==> src/rtl/vmbr_pkg.sv <==
// Package: types and constants shared by the virtio-MMIO block register file.
package vmbr_pkg;

    typedef enum logic [1:0] {
        CMD_LOAD  = 2'd0,
        CMD_STORE = 2'd1,
        CMD_POLL  = 2'd2,
        CMD_ID    = 2'd3
    } t_command;

    localparam logic [11:0] OFS_MAGIC         = 12'h000;
    localparam logic [11:0] OFS_VERSION       = 12'h004;
    localparam logic [11:0] OFS_DEVICE_ID     = 12'h008;
    localparam logic [11:0] OFS_VENDOR_ID     = 12'h00C;
    localparam logic [11:0] OFS_DEV_FEATURES  = 12'h010;
    localparam logic [11:0] OFS_DRV_FEATURES  = 12'h020;
    localparam logic [11:0] OFS_PAGE_SIZE     = 12'h028;
    localparam logic [11:0] OFS_QUEUE_SEL     = 12'h030;
    localparam logic [11:0] OFS_QUEUE_NUM_MAX = 12'h034;
    localparam logic [11:0] OFS_QUEUE_NUM     = 12'h038;
    localparam logic [11:0] OFS_QUEUE_PFN     = 12'h040;
    localparam logic [11:0] OFS_QUEUE_NOTIFY  = 12'h050;
    localparam logic [11:0] OFS_STATUS        = 12'h070;

    localparam logic [31:0] MAGIC_VALUE     = 32'h7472_6976;
    localparam logic [31:0] VERSION_VALUE   = 32'h0000_0001;
    localparam logic [31:0] DEVICE_ID_VALUE = 32'h0000_0002;
    localparam logic [31:0] VENDOR_ID_VALUE = 32'h554D_4551;
    localparam logic [31:0] QUEUE_MAX_VALUE = 32'd8;
    localparam logic [6:0]  ACCESS_BITS     = 7'd32;

    typedef struct packed {
        t_command    command;
        logic [11:0] address;
        logic [6:0]  access_bits;
        logic [31:0] write_value;
    } t_cmd;

    typedef struct packed {
        logic [31:0] read_data;
        logic        fault;
        logic        interrupt;
        logic [63:0] descriptor_address;
        logic [15:0] request_id;
    } t_rsp;

endpackage

==> src/rtl/vmbr_if.sv <==
// Interfaces: command channel and result channel with valid/ready handshake.
interface vmbr_cmd_if;
    logic        valid;
    logic        ready;
    logic [1:0]  command;
    logic [11:0] address;
    logic [6:0]  access_bits;
    logic [31:0] write_value;

    modport source (output valid, command, address, access_bits, write_value, input ready);
    modport sink   (input valid, command, address, access_bits, write_value, output ready);
endinterface

interface vmbr_rsp_if;
    logic        valid;
    logic        ready;
    logic [31:0] read_data;
    logic        fault;
    logic        interrupt;
    logic [63:0] descriptor_address;
    logic [15:0] request_id;

    modport source (output valid, read_data, fault, interrupt, descriptor_address,
                    request_id, input ready);
    modport sink   (input valid, read_data, fault, interrupt, descriptor_address,
                    request_id, output ready);
endinterface

==> src/rtl/vmbr_in_reg.sv <==
// Input register: holds one accepted command transaction until it is processed.
module vmbr_in_reg (
    input  logic          i_clk,
    input  logic          i_rst_n,
    input  logic          i_valid,
    output logic          o_ready,
    input  vmbr_pkg::t_cmd i_cmd,
    output logic          o_valid,
    input  logic          i_advance,
    output vmbr_pkg::t_cmd o_cmd
);
    logic           r_valid;
    vmbr_pkg::t_cmd r_cmd;

    assign o_ready = !r_valid || i_advance;
    assign o_valid = r_valid;
    assign o_cmd   = r_cmd;

    always_ff @(posedge i_clk) begin
        if (!i_rst_n) begin
            r_valid <= 1'b0;
        end else if (o_ready) begin
            r_valid <= i_valid;
        end
        if (o_ready && i_valid) begin
            r_cmd <= i_cmd;
        end
    end
endmodule

==> src/rtl/vmbr_core.sv <==
// Register state, command decode, read mux and descriptor address product.
module vmbr_core (
    input  logic           i_clk,
    input  logic           i_rst_n,
    input  logic           i_fire,
    input  vmbr_pkg::t_cmd i_cmd,
    output vmbr_pkg::t_rsp o_rsp
);
    logic [31:0] r_drv_features, n_drv_features;
    logic [31:0] r_page_bytes,   n_page_bytes;
    logic [31:0] r_queue_index,  n_queue_index;
    logic [31:0] r_queue_num,    n_queue_num;
    logic [31:0] r_queue_pfn,    n_queue_pfn;
    logic        r_notify_pend,  n_notify_pend;
    logic [31:0] r_notify_queue, n_notify_queue;
    logic [31:0] r_status,       n_status;
    logic [15:0] r_last_id,      n_last_id;
    logic        w_word;
    logic [31:0] w_rdata;
    logic [63:0] w_prod;

    assign w_word = (i_cmd.access_bits == vmbr_pkg::ACCESS_BITS);

    always_comb begin
        case (i_cmd.address)
            vmbr_pkg::OFS_MAGIC:         w_rdata = vmbr_pkg::MAGIC_VALUE;
            vmbr_pkg::OFS_VERSION:       w_rdata = vmbr_pkg::VERSION_VALUE;
            vmbr_pkg::OFS_DEVICE_ID:     w_rdata = vmbr_pkg::DEVICE_ID_VALUE;
            vmbr_pkg::OFS_VENDOR_ID:     w_rdata = vmbr_pkg::VENDOR_ID_VALUE;
            vmbr_pkg::OFS_DRV_FEATURES:  w_rdata = r_drv_features;
            vmbr_pkg::OFS_QUEUE_NUM_MAX: w_rdata = vmbr_pkg::QUEUE_MAX_VALUE;
            vmbr_pkg::OFS_QUEUE_PFN:     w_rdata = r_queue_pfn;
            vmbr_pkg::OFS_STATUS:        w_rdata = r_status;
            default:                     w_rdata = '0;
        endcase
    end

    always_comb begin
        n_drv_features = r_drv_features;
        n_page_bytes   = r_page_bytes;
        n_queue_index  = r_queue_index;
        n_queue_num    = r_queue_num;
        n_queue_pfn    = r_queue_pfn;
        n_notify_pend  = r_notify_pend;
        n_notify_queue = r_notify_queue;
        n_status       = r_status;
        n_last_id      = r_last_id;
        o_rsp          = '0;
        case (i_cmd.command)
            vmbr_pkg::CMD_LOAD: begin
                if (w_word) o_rsp.read_data = w_rdata;
                else        o_rsp.fault     = 1'b1;
            end
            vmbr_pkg::CMD_STORE: begin
                if (w_word) begin
                    case (i_cmd.address)
                        vmbr_pkg::OFS_DRV_FEATURES: n_drv_features = i_cmd.write_value;
                        vmbr_pkg::OFS_PAGE_SIZE:    n_page_bytes   = i_cmd.write_value;
                        vmbr_pkg::OFS_QUEUE_SEL:    n_queue_index  = i_cmd.write_value;
                        vmbr_pkg::OFS_QUEUE_NUM:    n_queue_num    = i_cmd.write_value;
                        vmbr_pkg::OFS_QUEUE_PFN:    n_queue_pfn    = i_cmd.write_value;
                        vmbr_pkg::OFS_QUEUE_NOTIFY: begin
                            n_notify_queue = i_cmd.write_value;
                            n_notify_pend  = 1'b1;
                        end
                        vmbr_pkg::OFS_STATUS:       n_status       = i_cmd.write_value;
                        default: ;
                    endcase
                end else begin
                    o_rsp.fault = 1'b1;
                end
            end
            vmbr_pkg::CMD_POLL: begin
                if (r_notify_pend) begin
                    n_notify_pend   = 1'b0;
                    n_notify_queue  = '1;
                    o_rsp.interrupt = 1'b1;
                end
            end
            vmbr_pkg::CMD_ID: begin
                n_last_id        = r_last_id + 16'd1;
                o_rsp.request_id = n_last_id;
            end
            default: ;
        endcase
        o_rsp.descriptor_address = w_prod;
    end

    // descriptor address reflects this transaction's update
    assign w_prod = n_queue_pfn * n_page_bytes;

    always_ff @(posedge i_clk) begin
        if (!i_rst_n) begin
            r_drv_features <= '0;
            r_page_bytes   <= '0;
            r_queue_index  <= '0;
            r_queue_num    <= '0;
            r_queue_pfn    <= '0;
            r_notify_pend  <= 1'b0;
            r_notify_queue <= '1;
            r_status       <= '0;
            r_last_id      <= '0;
        end else if (i_fire) begin
            r_drv_features <= n_drv_features;
            r_page_bytes   <= n_page_bytes;
            r_queue_index  <= n_queue_index;
            r_queue_num    <= n_queue_num;
            r_queue_pfn    <= n_queue_pfn;
            r_notify_pend  <= n_notify_pend;
            r_notify_queue <= n_notify_queue;
            r_status       <= n_status;
            r_last_id      <= n_last_id;
        end
    end

    a_poll_clears: assert property (@(posedge i_clk) disable iff (!i_rst_n)
        (i_fire && i_cmd.command == vmbr_pkg::CMD_POLL && r_notify_pend)
        |=> (!r_notify_pend && r_notify_queue == 32'hFFFF_FFFF))
        else $error("poll did not clear pending notify");

    a_id_tracks: assert property (@(posedge i_clk) disable iff (!i_rst_n)
        (i_fire && i_cmd.command == vmbr_pkg::CMD_ID)
        |=> (r_last_id == $past(o_rsp.request_id)))
        else $error("id counter out of step with returned id");

    a_fault_no_write: assert property (@(posedge i_clk) disable iff (!i_rst_n)
        (i_fire && o_rsp.fault)
        |=> ($stable(r_queue_pfn) && $stable(r_page_bytes) && $stable(r_status)
             && $stable(r_notify_pend) && $stable(r_drv_features)))
        else $error("faulting access changed state");

    a_fault_zero_data: assert property (@(posedge i_clk) disable iff (!i_rst_n)
        (i_fire && o_rsp.fault) |-> (o_rsp.read_data == 32'd0 && !o_rsp.interrupt))
        else $error("faulting access returned data");

    a_idle_hold: assert property (@(posedge i_clk) disable iff (!i_rst_n)
        !i_fire |=> ($stable(r_last_id) && $stable(r_queue_index) && $stable(r_queue_num)))
        else $error("state changed without a transaction");
endmodule

==> src/rtl/vmbr_out_reg.sv <==
// Output register: holds one result transaction until the sink takes it.
module vmbr_out_reg (
    input  logic           i_clk,
    input  logic           i_rst_n,
    input  logic           i_valid,
    output logic           o_ready,
    input  vmbr_pkg::t_rsp i_rsp,
    output logic           o_valid,
    input  logic           i_ready,
    output vmbr_pkg::t_rsp o_rsp
);
    logic           r_valid;
    vmbr_pkg::t_rsp r_rsp;

    assign o_ready = !r_valid || i_ready;
    assign o_valid = r_valid;
    assign o_rsp   = r_rsp;

    always_ff @(posedge i_clk) begin
        if (!i_rst_n) begin
            r_valid <= 1'b0;
        end else if (o_ready) begin
            r_valid <= i_valid;
        end
        if (o_ready && i_valid) begin
            r_rsp <= i_rsp;
        end
    end
endmodule

==> src/rtl/virtio_mmio_block_registers.sv <==
// Top level: legacy virtio-MMIO block device register file.
//
//   channel  dir  payload
//   i_cmd    in   command, address, access_bits, write_value
//   o_rsp    out  read_data, fault, interrupt, descriptor_address, request_id
//
// One transaction per cycle sustained while o_rsp is not stalled; a result passes
// through the input register, then decode/update/32x32 product into the output register.
// Reset is synchronous on i_rst_n; both pipeline stages empty, registers to defaults.
// A stall on o_rsp holds the output register; the input register keeps accepting
// until it too is full, then i_cmd.ready drops.
module virtio_mmio_block_registers (
    input  logic        i_clk,
    input  logic        i_rst_n,
    vmbr_cmd_if.sink    i_cmd,
    vmbr_rsp_if.source  o_rsp
);
    vmbr_pkg::t_cmd w_cmd_in;
    vmbr_pkg::t_cmd w_cmd_q;
    vmbr_pkg::t_rsp w_rsp;
    vmbr_pkg::t_rsp w_rsp_q;
    logic           w_cmd_valid;
    logic           w_out_ready;
    logic           w_fire;

    assign w_cmd_in.command     = vmbr_pkg::t_command'(i_cmd.command);
    assign w_cmd_in.address     = i_cmd.address;
    assign w_cmd_in.access_bits = i_cmd.access_bits;
    assign w_cmd_in.write_value = i_cmd.write_value;

    assign w_fire = w_cmd_valid && w_out_ready;

    vmbr_in_reg u_in_reg (
        .i_clk     (i_clk),
        .i_rst_n   (i_rst_n),
        .i_valid   (i_cmd.valid),
        .o_ready   (i_cmd.ready),
        .i_cmd     (w_cmd_in),
        .o_valid   (w_cmd_valid),
        .i_advance (w_out_ready),
        .o_cmd     (w_cmd_q)
    );

    vmbr_core u_core (
        .i_clk   (i_clk),
        .i_rst_n (i_rst_n),
        .i_fire  (w_fire),
        .i_cmd   (w_cmd_q),
        .o_rsp   (w_rsp)
    );

    vmbr_out_reg u_out_reg (
        .i_clk   (i_clk),
        .i_rst_n (i_rst_n),
        .i_valid (w_cmd_valid),
        .o_ready (w_out_ready),
        .i_rsp   (w_rsp),
        .o_valid (o_rsp.valid),
        .i_ready (o_rsp.ready),
        .o_rsp   (w_rsp_q)
    );

    assign o_rsp.read_data          = w_rsp_q.read_data;
    assign o_rsp.fault              = w_rsp_q.fault;
    assign o_rsp.interrupt          = w_rsp_q.interrupt;
    assign o_rsp.descriptor_address = w_rsp_q.descriptor_address;
    assign o_rsp.request_id         = w_rsp_q.request_id;
endmodule
==> src/flat_wrapper.sv <==
// flat-port wrapper written by rule: the top's interface ports become plain ports
module virtio_mmio_block_registers_flat 
  (i_clk, i_rst_n, i_cmd_valid, i_cmd_command, i_cmd_address, i_cmd_access_bits, i_cmd_write_value, i_cmd_ready, o_rsp_valid, o_rsp_read_data, o_rsp_fault, o_rsp_interrupt, o_rsp_descriptor_address, o_rsp_request_id, o_rsp_ready);
  vmbr_cmd_if i_cmd_i ();
  vmbr_rsp_if o_rsp_i ();
  input  logic i_clk;
  input  logic i_rst_n;
  input wire logic [$bits(i_cmd_i.valid)-1:0] i_cmd_valid;
  input wire logic [$bits(i_cmd_i.command)-1:0] i_cmd_command;
  input wire logic [$bits(i_cmd_i.address)-1:0] i_cmd_address;
  input wire logic [$bits(i_cmd_i.access_bits)-1:0] i_cmd_access_bits;
  input wire logic [$bits(i_cmd_i.write_value)-1:0] i_cmd_write_value;
  output wire logic [$bits(i_cmd_i.ready)-1:0] i_cmd_ready;
  output wire logic [$bits(o_rsp_i.valid)-1:0] o_rsp_valid;
  output wire logic [$bits(o_rsp_i.read_data)-1:0] o_rsp_read_data;
  output wire logic [$bits(o_rsp_i.fault)-1:0] o_rsp_fault;
  output wire logic [$bits(o_rsp_i.interrupt)-1:0] o_rsp_interrupt;
  output wire logic [$bits(o_rsp_i.descriptor_address)-1:0] o_rsp_descriptor_address;
  output wire logic [$bits(o_rsp_i.request_id)-1:0] o_rsp_request_id;
  input wire logic [$bits(o_rsp_i.ready)-1:0] o_rsp_ready;
  assign i_cmd_i.valid = i_cmd_valid;
  assign i_cmd_i.command = i_cmd_command;
  assign i_cmd_i.address = i_cmd_address;
  assign i_cmd_i.access_bits = i_cmd_access_bits;
  assign i_cmd_i.write_value = i_cmd_write_value;
  assign i_cmd_ready = i_cmd_i.ready;
  assign o_rsp_valid = o_rsp_i.valid;
  assign o_rsp_read_data = o_rsp_i.read_data;
  assign o_rsp_fault = o_rsp_i.fault;
  assign o_rsp_interrupt = o_rsp_i.interrupt;
  assign o_rsp_descriptor_address = o_rsp_i.descriptor_address;
  assign o_rsp_request_id = o_rsp_i.request_id;
  assign o_rsp_i.ready = o_rsp_ready;
  virtio_mmio_block_registers u_core (.i_clk(i_clk), .i_rst_n(i_rst_n), .i_cmd(i_cmd_i), .o_rsp(o_rsp_i));
endmodule
==> config.mk <==
export PLATFORM = sky130hd
export DESIGN_NAME = virtio_mmio_block_registers_flat
export DESIGN_NICKNAME = d
export VERILOG_FILES = /design/src/rtl/vmbr_pkg.sv /design/src/rtl/vmbr_if.sv /design/src/rtl/vmbr_in_reg.sv /design/src/rtl/vmbr_core.sv /design/src/rtl/vmbr_out_reg.sv /design/src/rtl/virtio_mmio_block_registers.sv /design/src/flat_wrapper.sv
export SDC_FILE = /design/constraint.sdc
export NUM_CORES = 2
export LEC_CHECK = 0
export BUFFER_PORTS_ARGS = -buffer_cell sky130_fd_sc_hd__buf_2
export CORE_AREA = 2 2 302 378
export CTS_CLUSTER_DIAMETER = 100
export DETAILED_ROUTE_END_ITERATION = 7
export DIE_AREA = 0 0 304 380
export REMOVE_ABC_BUFFERS = 1
export SLEW_MARGIN = 10
export SYNTH_ARGS = -nofsm -noshare
export SYNTH_HDL_FRONTEND = slang
export SYNTH_SLANG_ARGS = --single-unit
==> constraint.sdc <==
create_clock -name i_clk -period 10.45 [get_ports i_clk]
set_clock_uncertainty 0.05 [all_clocks]
set_input_delay 0 -clock i_clk [delete_from_list [all_inputs] [get_ports i_clk]]
set_output_delay 0 -clock i_clk [all_outputs]
set_load 0.02 [all_outputs]
# Yosys cells after proc, flatten, opt, wreduce, memory -nomap -nowiden
# Cells that the tools add are included.
[totals]
regBits = 314
inputBits = 57
out_inout_bits = 116
[classes]
n_addsub = 1
n_mul = 1
n_eq_ne = 15
n_mux = 12
n_reduce_logical = 15
[op_table]
columns = ["cell", "n"]
rows = [
  ["case mux 32 bit (8 select lines)", 1],
  ["2-to-1 mux 32 bit", 6],
  ["multiplier 32 x 32 -> 64 bit", 1],
  ["equality test 12 x 6 -> 1 bit (second input constant)", 3],
  ["equality test 12 x 7 -> 1 bit (second input constant)", 3],
  ["equality test 12 x 4 -> 1 bit (second input constant)", 2],
  ["adder 16 x 1 -> 16 bit (second input constant)", 1],
  ["equality test 12 x 3 -> 1 bit (second input constant)", 1],
  ["logical NOT 12 bit", 1],
  ["AND reduction 4 bit", 3],
  ["equality test 7 x 6 -> 1 bit (second input constant)", 1],
  ["equality test 2 bit (second input constant)", 2],
  ["2-to-1 mux 1 bit", 4],
  ["AND reduction 2 bit", 2],
  ["equality test 2 x 1 -> 1 bit (second input constant)", 1],
  ["logical AND 1 bit", 2],
  ["logical NOT 1 bit", 2],
  ["logical NOT 2 bit", 1],
  ["logical OR 1 bit", 2],
  ["inequality test 2 x 1 -> 1 bit (second input constant)", 1],
  ["inequality test 2 bit (second input constant)", 1],
  ["case mux 1 bit (2 select lines)", 1],
  ["nonzero test 2 bit", 1],
  ["OR reduction 2 bit", 1],
]

# Logic depth before layout (Yosys ltp)
[depth]
depth_word = 5
depth_mapped = 36
ltp_nobuf = 32

# Cells and area by module
# A second synthesis with hierarchy kept.
[hier_totals]
hier_cells = 4726
hier_area_um2 = 44576.5
[modules_own_cells]
columns = ["module", "n_inst", "cells_per_inst", "area_per_inst_um2", "seq_area_each_um2"]
rows = [
  ["vmbr_core", 1, 4548, 39440.3, 2902.8],
  ["vmbr_out_reg", 1, 119, 3480.8, 3443.3],
  ["vmbr_in_reg", 1, 58, 1649.1, 1611.5],
  ["virtio_mmio_block_registers", 1, 1, 6.3, 0.0],
]

# Worst setup path before layout
# No wires, ideal clock.
[synth_path]
kind = "register to register"
from = "reg u_core.u_in_reg.r_cmd (netlist bit u_core.u_in_reg.o_cmd[48])"
to = "reg u_core.u_out_reg.r_rsp (netlist bit u_core.u_out_reg.o_rsp[76]) (data pin)"
setup_time_ns = 0.269
arrival_ns = 8.775
required_time_ns = 10.131
setup_slack_ns = 1.357
stages_incl_launch_ff = 33
cell_sequence = "edfxtp_1 nor4_1 nand4_1 nor3_2 nor2b_1 buf_2 buf_4 mux2i_1 clkbuf_1 nor2_1 fa_1 inv_1 fa_1 fa_1 fa_1 inv_1 fa_1 fa_1 fa_1 inv_1 fa_1 inv_1 ha_1 a21o_1 a21o_1 a221oi_1 o21ai_0 a221oi_1 o31a_1 o21ai_2 a41oi_2 o31ai_1 xor2_1"
[synth_lines]
columns = ["item", "line", "source"]
rows = [
  ["from (decl)", "vmbr_in_reg.sv:13", "vmbr_pkg::t_cmd r_cmd;"],
  ["from (signal assigned)", "vmbr_in_reg.sv:26", "r_cmd <= i_cmd;"],
  ["to (signal assigned)", "vmbr_out_reg.sv:26", "r_rsp <= i_rsp;"],
  ["to (decl)", "vmbr_out_reg.sv:13", "vmbr_pkg::t_rsp r_rsp;"],
]

==> metrics.yaml <==
status: "finished clean"
rows: 137
grt_use_met1: 0.297
min_period_ns: 10.01
hold_path.class: "input pin to flip-flop"
clkLatencyLatePin_ns: 0.62
synthCells: 4683
clock.fmax_mhz: 99.9
rsz0062_at_grt: "no"
grt_max_degree: 140
chipHeight_um: 380
dieWidth_um: 304
period_share: 0.958
vias_per_cell: 5.34
overflow: 0
initial_core_util: 0.398
area_growth_pct: 12.6
cp-end-kind: "flip-flop"
setup_ws_ns: 0.444
hold_viol_final: 0
core_area_mm2: 0.112
synth_top_area_cell: "fa_1"
wl_mm: 144
cp_data_required_time_ns: 10.75
numCtsBuffers: 39
setup_viol: 0
startpoint_type: "flip-flop"
crit_slowest_cell: "fa_1"
grtUsageTotal: 0.253
clockBufferDepth: 3
yosys_most_used_dff: "edfxtp_1"
drive_above_1_share: 0.109
async_flop_share: 0
fillerInstances: 10700
vdd_drop_max_uv: 110
dr.pass1.iters: 7
die_area_mm2: 0.116
crit_top_cell: "fa_1"
first_iter_violations: 2383
synthTopCellsByArea: "fa_1, edfxtp_1, ha_1, inv_1, dfxtp_1"
drcViolationCount: 0
layout_common_cells: "fa_1, inv_1, nand2_1"
worstMarginPinSlew_ns: 0.903
synth_warnings: 0
criticalPathCategory: "flip-flop to flip-flop"
gr-usage-met3: 0.0460
wire_per_inst_um: 22.6
slew_viol_final: 0
hold_slack_ns: 0.0542
slowest_delay_ns: 0.61
cts_tree: "built"
synth_area_mm2: 0.0445
antenna_found_initial: 2
final_common_cell: "fa_1"
nNetsFinal: 6105
use_met2: 0.436
ys_ff_latch: 314
h-tree-depth: 2
gp_congestion: 0.936
synth_edf_count: 167
clkSlewWorstSetupHoldPaths_ns: 0.07
yosysTopAreaCellShare: 0.403
grt_pass1_vias: 36400
maxSlewHeadroom: 0.392
port_buffers: 172
yosysSeqAreaShare: 0.179
busiest_layer: "met2"
clockRootBuffer: "clkbuf_16"
grt_pass1_wl_mm: 221
design_area_mm2: 0.0501
arrival_ns: 10.30
maxCapViolCount: 0
avgSynthCellArea_um2: 9.50
p_leak_uw: 0.0235
crit_path_max_fanout: 34
ios: 173
vias: 34100
synth_cell_types: 75
post_dp_cell_area_mm2: 0.0481
dp_hpwl_mm: 115
ant_nets: 0
p_per_area_mw_per_mm2: 98.2
p_total_uw: 4910
post-place-ws_ns: 0.275
diodes: 0
cts.sink_count: 314
synthesized netlist by cell type, types with 15 or more instances:
| cell | instances |
|---|---|
| a21boi_0 | 70 |
| nand3_1 | 21 |
| o21ai_0 | 39 |
| a222oi_1 | 18 |
| a21o_1 | 31 |
| nand4_1 | 15 |
| o21bai_1 | 18 |
| ha_1 | 264 |
| xor2_1 | 19 |
| clkbuf_1 | 164 |
| fa_1 | 896 |
| xnor2_1 | 63 |
| a21oi_1 | 83 |
| dfxtp_1 | 147 |
| a31oi_1 | 15 |
| o211a_1 | 65 |
| edfxtp_1 | 167 |
| and3_1 | 16 |
| nor2_1 | 656 |
| inv_1 | 850 |
| mux2_2 | 58 |
| nand2_1 | 722 |
| buf_2 | 63 |
| mux2i_1 | 64 |
| and2_1 | 16 |
cell families (layout without fill, tap and decap cells):
group / after synthesis / after routing / share of synthesized area
and+or+nand+nor: 1501 / 1501 / 0.134
adders and majority gates: 1160 / 1160 / 0.478
buffers and inverters: 1089 / 1325 / 0.0943
AOI/OAI and AO/OA: 411 / 411 / 0.0693
DFF: 314 / 314 / 0.179
muxes: 126 / 126 / 0.0301
xor gates and xnor gates: 82 / 82 / 0.0162
path summary, 6_finish.rpt:
| check | from | end | slack [ns] | cells past startpoint |
|---|---|---|---|---|
| worst min register to register | u_core.u_core.r_status[16] | u_core.u_core.r_status[16] | 0.41 | 2 |
| worst max-delay path | u_core.u_in_reg.o_cmd[35] | u_core.u_out_reg.o_rsp[79] | 0.44 | 30 |
| worst max register to register | u_core.u_in_reg.o_cmd[35] | u_core.u_out_reg.o_rsp[79] | 0.44 | 30 |
| worst min-delay path | i_cmd_write_value[31] | u_core.u_in_reg.o_cmd[31] | 0.05 | 2 |
state kept, by name, summed over array words and instances, names as in the netlist:
name	count
u_core.u_core.r_drv_features	32
u_core.u_core.r_page_bytes	32
u_core.u_core.r_queue_pfn	32
u_core.u_core.r_status	32
u_core.u_core.r_last_id	16
u_core.u_core.r_notify_pend	1
u_core.u_out_reg.o_rsp	114
u_core.u_out_reg.o_valid	1
u_core.u_in_reg.o_cmd	53
u_core.u_in_reg.o_valid	1
metal layers:
layer  vias to the layer above  routed length [um]
li1                      14700                   -
met1                     17500               52100
met2                      1363               71700
met3                       399               10300
met4                         0                9900
met5                         -                   0
worst max-delay path, delay by kind of cell, from the launching register on:
kind,cells,cell delay (ns)
fa+ha+maj,9,4.28
buf+inv,4,0.69
simple gates,8,1.70
compound gates,7,1.87
mux,1,0.60
xor+xnor,1,0.16
flops,1,0.36
per-stage QoR:
step | utilization | TNS, ns | instances
6_report | 0.449 | 0 | 6378
5_1_grt | 0.449 | 0 | 6378
4_1_cts | 0.448 | 0 | 6377
3_5_place_dp | 0.431 | 0 | 6248
3_3_place_gp | 0.431 | 0 | 6248
2_1_floorplan | - | -232.13 | 4445
cell type report:
cell class,count,area (um^2),area share
multi-input cells,3280,32500,0.650
flip-flops and latches,314,7960,0.159
repair buffers,402,3210,0.0641
inverters,851,3200,0.0640
well taps,1459,1830,0.0365
clock buffers,43,1010,0.0202
clock inverters,29,320,0.00640
repair_timing:
item	CTS	global route
hold buffers	57	0
setup buffers	0	1
endpoints found under the setup margin	0	5
endpoints found under the hold margin	120	0
gates resized for setup	0	5
power by group:
| part | internal, uW | switching [uW] |
|---|---|---|
| clock | 812 | 626 |
| combinational | 735 | 1270 |
| sequential | 1410 | 60.8 |
(Power assumes the default switching activity.)
